--- src/design/dda_pkg.sv ---
package dda_pkg;

  localparam int unsigned COORD_BITS = 10;
  localparam int unsigned FRAC_BITS  = 16;

  // accumulator: integer part with one guard bit above, then the fraction
  localparam int unsigned ACC_BITS = COORD_BITS + 1 + FRAC_BITS;
  // step counter holds the pixel count of the longest line
  localparam int unsigned CNT_BITS = COORD_BITS + 1;
  // dividend is |d| shifted up by the fraction plus half the divisor
  localparam int unsigned DVD_BITS = COORD_BITS + FRAC_BITS;
  localparam int unsigned DIV_CNT_BITS = $clog2(DVD_BITS);

  localparam logic ACT_START   = 1'b0;
  localparam logic ACT_ADVANCE = 1'b1;

  typedef struct packed {
    logic                  action;
    logic [COORD_BITS-1:0] x_start;
    logic [COORD_BITS-1:0] y_start;
    logic [COORD_BITS-1:0] x_end;
    logic [COORD_BITS-1:0] y_end;
  } in_item_t;

  typedef struct packed {
    logic [COORD_BITS-1:0] pixel_x;
    logic [COORD_BITS-1:0] pixel_y;
    logic                  last_pixel;
  } out_item_t;

  typedef struct packed {
    logic start;
  } div_ctrl_t;

endpackage

--- src/design/dda_div.sv ---
module dda_div (
  input  logic                          clk_i,
  input  logic                          rst_ni,
  input  logic                          start_i,
  input  logic [dda_pkg::DVD_BITS-1:0]  dividend_i,
  input  logic [dda_pkg::CNT_BITS-1:0]  divisor_i,
  output logic                          done_o,
  output logic [dda_pkg::DVD_BITS-1:0]  quotient_o
);
  import dda_pkg::*;

  logic                    busy_q, busy_d;
  logic                    done_q, done_d;
  logic [DIV_CNT_BITS-1:0] cnt_q, cnt_d;
  logic [CNT_BITS-1:0]     rem_q, rem_d;
  logic [CNT_BITS-1:0]     dsr_q, dsr_d;
  logic [DVD_BITS-1:0]     dvd_q, dvd_d;
  logic [CNT_BITS:0]       rem_sh;
  logic [CNT_BITS:0]       rem_sub;
  logic                    q_bit;

  // one restoring step: bring down the next dividend bit, trial subtract
  assign rem_sh  = {rem_q, dvd_q[DVD_BITS-1]};
  assign rem_sub = rem_sh - {1'b0, dsr_q};
  assign q_bit   = (rem_sh >= {1'b0, dsr_q});

  always_comb begin
    busy_d = busy_q;
    done_d = 1'b0;
    cnt_d  = cnt_q;
    rem_d  = rem_q;
    dsr_d  = dsr_q;
    dvd_d  = dvd_q;
    if (start_i) begin
      busy_d = 1'b1;
      cnt_d  = '0;
      rem_d  = '0;
      dsr_d  = divisor_i;
      dvd_d  = dividend_i;
    end else if (busy_q) begin
      rem_d = q_bit ? rem_sub[CNT_BITS-1:0] : rem_sh[CNT_BITS-1:0];
      // quotient bits fill in from the bottom as the dividend leaves the top
      dvd_d = {dvd_q[DVD_BITS-2:0], q_bit};
      cnt_d = cnt_q + 1'b1;
      if (cnt_q == DIV_CNT_BITS'(DVD_BITS - 1)) begin
        busy_d = 1'b0;
        done_d = 1'b1;
      end
    end
  end

  always_ff @(posedge clk_i or negedge rst_ni) begin
    if (!rst_ni) begin
      busy_q <= 1'b0;
      done_q <= 1'b0;
      cnt_q  <= '0;
      rem_q  <= '0;
      dsr_q  <= '0;
      dvd_q  <= '0;
    end else begin
      busy_q <= busy_d;
      done_q <= done_d;
      cnt_q  <= cnt_d;
      rem_q  <= rem_d;
      dsr_q  <= dsr_d;
      dvd_q  <= dvd_d;
    end
  end

  assign done_o     = done_q;
  assign quotient_o = dvd_q;

  // the remainder must stay below the divisor between steps
  assert property (@(posedge clk_i) disable iff (!rst_ni)
    busy_q |-> (rem_q < dsr_q))
    else $error("divider remainder not below divisor");

  assert property (@(posedge clk_i) disable iff (!rst_ni)
    done_q |-> !busy_q)
    else $error("divider done while still busy");

endmodule

--- src/design/dda_line_rasterizer.sv ---
// DDA line generator.
// Input channel (in_valid_i / in_ready_o / in_item_i): an item with action
// start loads two endpoints; an item with action advance moves one pixel
// along the current line. Output channel (out_valid_o / out_ready_i /
// out_item_o): one pixel per start item and per advance item of an active
// line, last_pixel set on the end point. Advance items while no line is
// active are taken and give nothing.
// A pixel is registered into the output register in the cycle after its item
// is taken. Advance items are taken back to back, so pixels stream at one per
// cycle while the receiver keeps reading. A start item with distinct
// endpoints then holds in_ready_o low while one shared restoring divider
// produces the x and then the y increment, one quotient bit a cycle. A
// zero-length line gives its single pixel and needs no division.
// The output register is free to take a new pixel when it is empty or
// being read in the same cycle; while the receiver stalls, input is held
// off. Reset empties the output register and leaves no line active.
module dda_line_rasterizer (
  input  logic                clk_i,
  input  logic                rst_ni,
  input  logic                in_valid_i,
  output logic                in_ready_o,
  input  dda_pkg::in_item_t   in_item_i,
  output logic                out_valid_o,
  input  logic                out_ready_i,
  output dda_pkg::out_item_t  out_item_o
);
  import dda_pkg::*;

  typedef enum logic [1:0] {
    S_IDLE,
    S_DIV_X,
    S_DIV_Y
  } state_e;

  state_e                state_q, state_d;
  logic [ACC_BITS-1:0]   x_acc_q, x_acc_d, y_acc_q, y_acc_d;
  logic [ACC_BITS-1:0]   x_step_q, x_step_d, y_step_q, y_step_d;
  logic [CNT_BITS-1:0]   left_q, left_d;
  logic                  active_q, active_d;
  logic [COORD_BITS-1:0] x_mag_q, x_mag_d, y_mag_q, y_mag_d;
  logic                  x_neg_q, x_neg_d, y_neg_q, y_neg_d;
  logic                  out_valid_q, out_valid_d;
  out_item_t             out_q, out_d;
  div_ctrl_t             div_q, div_d;

  logic                  take;
  logic [COORD_BITS-1:0] adx, ady, steps;
  logic [CNT_BITS-1:0]   left_dec;
  logic [ACC_BITS-1:0]   x_acc_nx, y_acc_nx, x_acc_init, y_acc_init;
  logic [COORD_BITS-1:0] div_mag;
  logic [DVD_BITS-1:0]   dividend;
  logic [DVD_BITS-1:0]   quotient;
  logic [ACC_BITS-1:0]   q_ext;
  logic                  div_done;

  assign in_ready_o = (state_q == S_IDLE) && (!out_valid_q || out_ready_i);
  assign take       = in_valid_i && in_ready_o;

  assign adx   = (in_item_i.x_end >= in_item_i.x_start) ?
                 (in_item_i.x_end - in_item_i.x_start) : (in_item_i.x_start - in_item_i.x_end);
  assign ady   = (in_item_i.y_end >= in_item_i.y_start) ?
                 (in_item_i.y_end - in_item_i.y_start) : (in_item_i.y_start - in_item_i.y_end);
  assign steps = (adx > ady) ? adx : ady;

  // start a half unit in so the integer part rounds to the nearest pixel
  assign x_acc_init = {1'b0, in_item_i.x_start, 1'b1, {(FRAC_BITS-1){1'b0}}};
  assign y_acc_init = {1'b0, in_item_i.y_start, 1'b1, {(FRAC_BITS-1){1'b0}}};
  assign x_acc_nx   = x_acc_q + x_step_q;
  assign y_acc_nx   = y_acc_q + y_step_q;
  assign left_dec   = left_q - 1'b1;

  // rounded division: add half the divisor to the scaled magnitude
  assign div_mag  = (state_q == S_DIV_Y) ? y_mag_q : x_mag_q;
  assign dividend = {div_mag, {FRAC_BITS{1'b0}}} + DVD_BITS'(left_q >> 1);
  assign q_ext    = ACC_BITS'(quotient);

  dda_div u_div (
    .clk_i      (clk_i),
    .rst_ni     (rst_ni),
    .start_i    (div_q.start),
    .dividend_i (dividend),
    .divisor_i  (left_q),
    .done_o     (div_done),
    .quotient_o (quotient)
  );

  always_comb begin
    state_d     = state_q;
    x_acc_d     = x_acc_q;
    y_acc_d     = y_acc_q;
    x_step_d    = x_step_q;
    y_step_d    = y_step_q;
    left_d      = left_q;
    active_d    = active_q;
    x_mag_d     = x_mag_q;
    y_mag_d     = y_mag_q;
    x_neg_d     = x_neg_q;
    y_neg_d     = y_neg_q;
    out_d       = out_q;
    out_valid_d = out_valid_q && !out_ready_i;
    div_d.start = 1'b0;

    unique case (state_q)
      S_IDLE: begin
        if (take && in_item_i.action == ACT_START) begin
          x_acc_d            = x_acc_init;
          y_acc_d            = y_acc_init;
          x_step_d           = '0;
          y_step_d           = '0;
          left_d             = CNT_BITS'(steps);
          active_d           = 1'b0;
          x_mag_d            = adx;
          y_mag_d            = ady;
          x_neg_d            = in_item_i.x_end < in_item_i.x_start;
          y_neg_d            = in_item_i.y_end < in_item_i.y_start;
          out_valid_d        = 1'b1;
          out_d.pixel_x      = in_item_i.x_start;
          out_d.pixel_y      = in_item_i.y_start;
          out_d.last_pixel   = (steps == '0);
          if (steps != '0) begin
            div_d.start = 1'b1;
            state_d     = S_DIV_X;
          end
        end else if (take && active_q) begin
          x_acc_d          = x_acc_nx;
          y_acc_d          = y_acc_nx;
          left_d           = left_dec;
          active_d         = (left_dec != '0);
          out_valid_d      = 1'b1;
          out_d.pixel_x    = x_acc_nx[FRAC_BITS +: COORD_BITS];
          out_d.pixel_y    = y_acc_nx[FRAC_BITS +: COORD_BITS];
          out_d.last_pixel = (left_dec == '0);
        end
      end
      S_DIV_X: begin
        if (div_done) begin
          x_step_d    = x_neg_q ? (ACC_BITS'(0) - q_ext) : q_ext;
          div_d.start = 1'b1;
          state_d     = S_DIV_Y;
        end
      end
      S_DIV_Y: begin
        if (div_done) begin
          y_step_d = y_neg_q ? (ACC_BITS'(0) - q_ext) : q_ext;
          active_d = 1'b1;
          state_d  = S_IDLE;
        end
      end
      default: state_d = S_IDLE;
    endcase
  end

  always_ff @(posedge clk_i or negedge rst_ni) begin
    if (!rst_ni) begin
      state_q     <= S_IDLE;
      x_acc_q     <= '0;
      y_acc_q     <= '0;
      x_step_q    <= '0;
      y_step_q    <= '0;
      left_q      <= '0;
      active_q    <= 1'b0;
      x_mag_q     <= '0;
      y_mag_q     <= '0;
      x_neg_q     <= 1'b0;
      y_neg_q     <= 1'b0;
      out_valid_q <= 1'b0;
      out_q       <= '0;
      div_q       <= '0;
    end else begin
      state_q     <= state_d;
      x_acc_q     <= x_acc_d;
      y_acc_q     <= y_acc_d;
      x_step_q    <= x_step_d;
      y_step_q    <= y_step_d;
      left_q      <= left_d;
      active_q    <= active_d;
      x_mag_q     <= x_mag_d;
      y_mag_q     <= y_mag_d;
      x_neg_q     <= x_neg_d;
      y_neg_q     <= y_neg_d;
      out_valid_q <= out_valid_d;
      out_q       <= out_d;
      div_q       <= div_d;
    end
  end

  assign out_valid_o = out_valid_q;
  assign out_item_o  = out_q;

  // an active line always has pixels left to give
  assert property (@(posedge clk_i) disable iff (!rst_ni)
    active_q |-> (left_q != '0))
    else $error("active line with no steps left");

  // a waiting end-of-line pixel means the line is finished
  assert property (@(posedge clk_i) disable iff (!rst_ni)
    (out_valid_q && out_q.last_pixel) |-> !active_q)
    else $error("last pixel shown while line still active");

  // the divider only finishes while the sequencer waits on it
  assert property (@(posedge clk_i) disable iff (!rst_ni)
    div_done |-> (state_q == S_DIV_X || state_q == S_DIV_Y))
    else $error("divider result outside a division state");

  // the x division leaves the step count untouched
  assert property (@(posedge clk_i) disable iff (!rst_ni)
    (state_q == S_DIV_X && !div_done) |=> $stable(left_q))
    else $error("step count changed during division");

endmodule
--- config.mk ---
export PLATFORM = sky130hd
export DESIGN_NAME = dda_line_rasterizer
export DESIGN_NICKNAME = d
export VERILOG_FILES = /design/src/design/dda_pkg.sv /design/src/design/dda_div.sv /design/src/design/dda_line_rasterizer.sv
export SDC_FILE = /design/constraint.sdc
export NUM_CORES = 1
export LEC_CHECK = 0
export ABC_AREA = 1
export ABC_CLOCK_PERIOD_IN_PS = 3250
export BUFFER_PORTS_ARGS = -buffer_cell sky130_fd_sc_hd__buf_2
export CAP_MARGIN = 5
export CORE_MARGIN = 1
export CORE_UTILIZATION = 51
export CTS_BUF_LIST = sky130_fd_sc_hd__clkbuf_8
export DETAILED_ROUTE_END_ITERATION = 8
export GPL_ROUTABILITY_DRIVEN = 1
export PLACE_DENSITY = 0.71
export SLEW_MARGIN = 25
export SYNTH_ARGS = -nofsm -noshare
export SYNTH_HDL_FRONTEND = slang
export SYNTH_HIERARCHICAL = 1
export SYNTH_SLANG_ARGS = --single-unit
--- constraint.sdc ---
create_clock -name clk_i -period 3.25 [get_ports clk_i]
set_input_delay 0.65 -clock clk_i [delete_from_list [all_inputs] [get_ports clk_i]]
set_output_delay 0.65 -clock clk_i [all_outputs]
set_load 0.01 [all_outputs]
# Word level (Yosys, flattened, before mapping)
# Index checks and enable logic that the tools add are counted.
word_totals:
  elab_cells: 119
  in_bits: 45
  out_inout_bits: 23
  reg_bits: 222
classes:
  reduce_logical: 23
  mux: 48
  n_lt_le_gt_ge: 6
  bitwise_logic: 1
  eq_ne: 8
  add_sub_neg: 11
op_table:
  columns: ["cell", "n"]
  rows:
  - ["27-bit two-way mux", 9]
  - ["27-bit case mux with 2 select lines", 2]
  - ["11-bit two-way mux", 5]
  - ["27-bit adder", 2]
  - ["26-bit two-way mux", 2]
  - ["21-bit two-way mux", 2]
  - ["10-bit two-way mux", 4]
  - ["10-bit subtractor", 4]
  - ["1-bit by 26-bit subtractor with 27-bit output (first input constant)", 1]
  - ["26-bit by 10-bit adder with 26-bit output", 1]
  - ["10-bit >= comparator", 2]
  - ["10-bit less-than comparator", 2]
  - ["1-bit two-way mux", 15]
  - ["12-bit by 11-bit >= comparator with 1-bit output", 1]
  - ["11-bit zero test", 1]
  - ["11-bit nonzero test", 1]
  - ["11-bit by 1-bit subtractor with 11-bit output (second input constant)", 1]
  - ["11-bit subtractor", 1]
  - ["10-bit greater-than comparator", 1]
  - ["10-bit zero test", 1]
  - ["5-bit two-way mux", 2]
  - ["10-bit nonzero test", 1]
  - ["3-bit AND reduction", 3]
  - ["2-bit two-way mux", 4]
  - ["other kinds (16)", 29]

# Longest topological paths before layout
logic_depth:
  ltp_word: 8
  ltp_mapped: 30
  ltp_nobuf: 29

# By module
# Netlist, hierarchy kept.
by_module_without_submodules:
  columns: ["module", "seq_area_each_um2", "cells_each", "area_each_um2", "n_inst"]
  rows:
  - ["dda_line_rasterizer", 3578.4, 1872, 12500.7, 1]
  - ["dda_div", 1376.3, 409, 3214.3, 1]

# Worst setup path before layout
# No wires, ideal clock.
synth_timing:
  path_kind: "input to register"
  startpoint: "input in_item_i[0] (netlist bit)"
  endpoint: "register state_q[0]"
  path_buffers: 0
  path_slack_ns: -0.155
  cell_stages: 24
  arrival_time_ns: 3.283
  setup_ns: 0.121
  t_required_ns: 3.129
  path_cell_list: "inv_1 ha_1 inv_1 fa_1 nand3_1 nand3_2 nor2_4 nand2_1 and2_1 ha_1 nand2_1 nand2_1 nand2_1 nand2_1 nand2_1 nand3_1 nand2_1 clkinv_1 nand3_1 nand3_1 nor2_1 nand3_1 nand2_2 o21ai_1"
synth_via:
  elab_chain_len: 7
  word_cells_on_any_way: 9
  classes_between: "2 x add/sub; 2 x order compare; 1 x eq/ne; 2 x mux; 2 x reduce/logical"
synth_lines:
  columns: ["item", "line_no", "text"]
  rows:
  - ["start, declared", "dda_line_rasterizer.sv:22", "input dda_pkg::in_item_t in_item_i,"]
  - ["10-bit subtractor or 10-bit >= comparator (tied branches)", "dda_line_rasterizer.sv:62, dda_line_rasterizer.sv:61", null]
  - ["10-bit two-way mux *", "dda_line_rasterizer.sv:61", "assign ady = (in_item_i.y_end >= in_item_i.y_start) ?"]
  - ["10-bit greater-than comparator", "dda_line_rasterizer.sv:63", "assign steps = (adx > ady) ? adx : ady;"]
  - ["10-bit two-way mux *", "dda_line_rasterizer.sv:63", null]
  - ["10-bit nonzero test *", "dda_line_rasterizer.sv:120", "if (steps != '0) begin"]
  - ["2-bit by 1-bit inequality test with 1-bit output (no line) *", null, null]
  - ["4-bit AND reduction (no line) *", null, null]
  - ["end signal, assigned", "dda_line_rasterizer.sv:170", "state_q <= state_d;"]
  - ["end, declared", "dda_line_rasterizer.sv:35", "state_e state_q, state_d;"]
# Every way passes the cells marked *; elsewhere a longest branch is shown, timed or not.
# A chain may end at the register's enable or synchronous reset.

# Worst setup path after layout
layout_timing:
  startpoint: "input in_item_i[10] (netlist bit)"
  endpoint: "register out_q (netlist bit out_item_o[0])"
layout_via:
  elab_chain_len: 6
  word_cells_on_any_way: 8
  classes_between: "2 x add/sub; 2 x order compare; 3 x mux; 1 x reduce/logical"
layout_lines:
  columns: ["item", "line_no", "text"]
  rows:
  - ["10-bit subtractor or 10-bit >= comparator (tied branches)", "dda_line_rasterizer.sv:60, dda_line_rasterizer.sv:59", null]
  - ["10-bit two-way mux *", "dda_line_rasterizer.sv:59", "assign adx = (in_item_i.x_end >= in_item_i.x_start) ?"]
  - ["via adx[8]", "dda_line_rasterizer.sv:47", "logic [COORD_BITS-1:0] adx, ady, steps;"]
  - ["10-bit greater-than comparator", "dda_line_rasterizer.sv:63", null]
  - ["10-bit two-way mux *", "dda_line_rasterizer.sv:63", null]
  - ["10-bit zero test *", "dda_line_rasterizer.sv:119", "out_d.last_pixel = (steps == '0);"]
  - ["21-bit two-way mux *", "dda_line_rasterizer.sv:105", "if (take && in_item_i.action == ACT_START) begin"]
  - ["end signal, assigned", "dda_line_rasterizer.sv:182", "out_q <= out_d;"]
  - ["end, declared", "dda_line_rasterizer.sv:43", "out_item_t out_q, out_d;"]
# The timed path passes the listed nets; every way through them passes the cells marked *.

==> qor.txt <==
initial antenna violation count -> 0
FF-to-FF path depth -> 12
Crit Path Class -> in -> reg
largest net degree at the start of global routing -> 70
Initial Utilization -> 0.5246
DRC viols -> 0
gr ovfl total -> 0
Synth Instances -> 2281
post-synth top area cell -> dfrtp_1
CP Launch Type -> input pin
Avg WL per Cell -> 16.65 um
Fin Hold WS -> 0.07656 ns
most used flip-flop cell after synthesis -> dfrtp_1
gpl congestion -> 0.9795
reg-to-reg critical path endpoint -> x_acc_q[22]
via count -> 15581
fillers -> 2864
Synth Warn # -> 6
clock buffer depth -> 2
FFs w/ async S/R, synth -> 1.000
placed instance count -> 2832
Final Non-Filler Cells -> 2874
DR iter-0 viols -> 1019
Detail Placement HPWL -> 37640 um
remaining antenna violation count after routing -> 0
Net Sw Power -> 3.908 mW
PnR Total Power -> 9.144 mW
IO Port Bufs -> 67
clock latency at the later pin of the worst-skew pair -> 0.52 ns
PwrDens -> 492.3 nW/um2
Leak -> 9.859 nW
clock slew at reported path FFs -> 0.12 ns
first-pass detailed-route iteration total -> 6
setup TNS -> 0 ns
post-synthesis sequential area ratio -> 0.3153
status -> completed
Clock Skews -> 0.03068 ns
Post-synth EDFFs -> 0
CTS H-tree lvls -> 4
Syn Area/Cell -> 6.890 um2
cts hold-fix bufs -> 0
Sw Ratio -> 0.4274
fin crit period -> 3.123 ns
#FFs+latches synth -> 198
Setup violations, final -> 0
root buffer cell -> clkbuf_8
CTS tree -> built
fraction of layout cells with a size suffix above 1 -> 0.1880
drt total wl -> 47860 um
row count -> 63
die span in x -> 177.5 um
Final Cycle Share -> 0.9610
fmax -> 320.2 MHz
Max Slew Vio Count -> 0
crit-path max FO -> 7
arrival time worst endpoint -> 3.57 ns
R2R Setup Slk -> 0.65 ns
top cell types by occurrence after synthesis -> nand2_1, inv_1, dfrtp_1
Final Hold Viols -> 0
sequential power share -> 0.344
Area Overhead vs Synth -> 18.19%
CP required -> 3.70 ns
Layout Nets -> 2637
dpl ws -> -0.4917 ns
number of global-route vias before repair -> 15110
clock share of power -> 0.186
library cells used by synthesis -> 53
max-cap violations -> 0
CTS Sinks -> 198
# IOs -> 68
hold crit path type -> in -> async
internal power -> 5.236 mW
ANT cells -> 0
routed vias/inst -> 5.421
r2r startpoint -> x_step_q[11]
die area -> 31520 um2
count leader, synth -> nand2_1
Num CTS Buffers -> 17
worst slew pin tran -> 0.7054 ns
Synth area leaders -> dfrtp_1, nand2_1, ha_1
die height -> 177.5 um
Core ar. -> 29950 um2
Combinational Power Share -> 0.471
Setup crit end kind -> register
mapped cell area -> 15720 um2
gr usage total -> 0.3121
Slew Limit Headroom -> 0.5292
first-pass GRT wire length -> 77060 um
maximum VDD drop -> 0.2903 mV
Setup WS post-layout -> 0.1266 ns
Synth top area share -> 0.3153
[power by group through the flow]
stage                     logic, mW  registers (mW)  clock network [mW]
after CTS                      4.02            3.14                1.73
after global routing           4.83            3.19                1.82
after floorplan                2.87            3.05                   0
after global placement         3.92            3.17                   0
final                          4.30            3.14                1.70
after detailed placement       4.00            3.18                   0
[state kept, by name, summed over array words and instances (netlist names)]
signal	flops
x_step_q	26
x_acc_q	26
y_acc_q	26
x_neg_q	1
y_mag_q	10
out_item_o	1
u_div/quotient_o	26
left_q	11
div_q	1
x_mag_q	10
u_div/busy_q	1
u_div/rem_q	11
u_div/dsr_q	11
u_div/done_o	1
out_valid_o	1
y_neg_q	1
y_step_q	26
u_div/cnt_q	5
active_q	1
state_q	2
[worst max path at each step]
stage / startpoint / to / cells after the start
floorplan: in_item_i[18] / state_q[0] / 24
detailed placement: in_item_i[12] / state_q[0] / 23
global route: in_item_i[30] / out_item_o[0] / 27
CTS: in_item_i[12] / out_item_o[0] / 24
global placement: in_item_i[12] / state_q[0] / 23
finish: in_item_i[10] / out_item_o[0] / 25
[layer usage]
| metal | up-vias | wire length (um) | GRT usage |
|---|---|---|---|
| met2 | 435 | 22280 | 0.5177 |
| met1 | 7285 | 20980 | 0.4027 |
| met3 | 104 | 2610 | 0.04820 |
| li1 | 7757 | - | - |
| met5 | - | 0 | 0 |
| met4 | 0 | 1991 | 0.1321 |
[placed cells by master (no fill, tap or decap), types with 21 or more instances in the layout]
| cell | instances |
|---|---|
| a21oi_1 | 105 |
| buf_2 | 64 |
| buf_4 | 174 |
| dfrtp_1 | 198 |
| ha_1 | 90 |
| ha_4 | 21 |
| inv_1 | 283 |
| nand2_1 | 692 |
| nand2_2 | 65 |
| nand3_1 | 97 |
| nand3_2 | 23 |
| nand4_1 | 33 |
| nor2_1 | 133 |
| o211ai_1 | 25 |
| o21ai_0 | 177 |
| xnor2_1 | 21 |
| xor2_1 | 43 |
[worst max-delay path, stage by stage]
cell	delay, ns
buf_6	0.10
inv_4	0.05
ha_4	0.13
inv_4	0.04
fa_2	0.45
nand3_4	0.13
nand3_4	0.09
nor2_4	0.20
nand2_2	0.09
nand2_2	0.07
inv_1	0.04
ha_1	0.29
nand2_2	0.08
nor2_4	0.13
nand4_1	0.14
nand2_4	0.16
buf_6	0.14
nand2_2	0.05
nand2_2	0.07
nand3_2	0.06
nor2_1	0.11
nand3_1	0.10
nand2_2	0.09
nand2_1	0.05
nand2_1	0.07
[area by class of cell]
class,instances,area (um2),share of cell area
multi-input combinational,1704,9834,0.5295
clock inverter,15,170.2,0.009161
sequential,198,4955,0.2668
timing repair inverter,1,6.256,0.0003368
timing repair buffer,246,1737,0.09350
clock buffer,17,234.0,0.01260
inverter,303,1150,0.06191
tap,390,488.0,0.02627
[stage by stage]
| step | instance area [um2] | util |
|---|---|---|
| final | 18570 | 0.6201 |
| after global routing | 18570 | 0.6201 |
| after CTS | 18040 | 0.6022 |
| after detailed placement | 17630 | 0.5887 |
| after global placement | 17630 | 0.5887 |
| after floorplan | 15920 | - |
[logic make-up after synthesis]
| family | count (synthesis) | synth area share |
|---|---|---|
| compound gates | 395 | 0.1471 |
| xor+xnor | 64 | 0.03567 |
| fa+ha+maj | 121 | 0.09968 |
| buf+inv | 384 | 0.09928 |
| flops | 198 | 0.3153 |
| other cells | 1 | 0.0002386 |
| simple gates | 1118 | 0.3028 |
[what timing repair did]
| item | in CTS | in global routing |
|---|---|---|
| setup buffers | 0 | 9 |
| gates resized for setup | 0 | 119 |
| setup endpoints to repair | 0 | 13 |
Note: power is estimated with default switching activity, not from simulation.
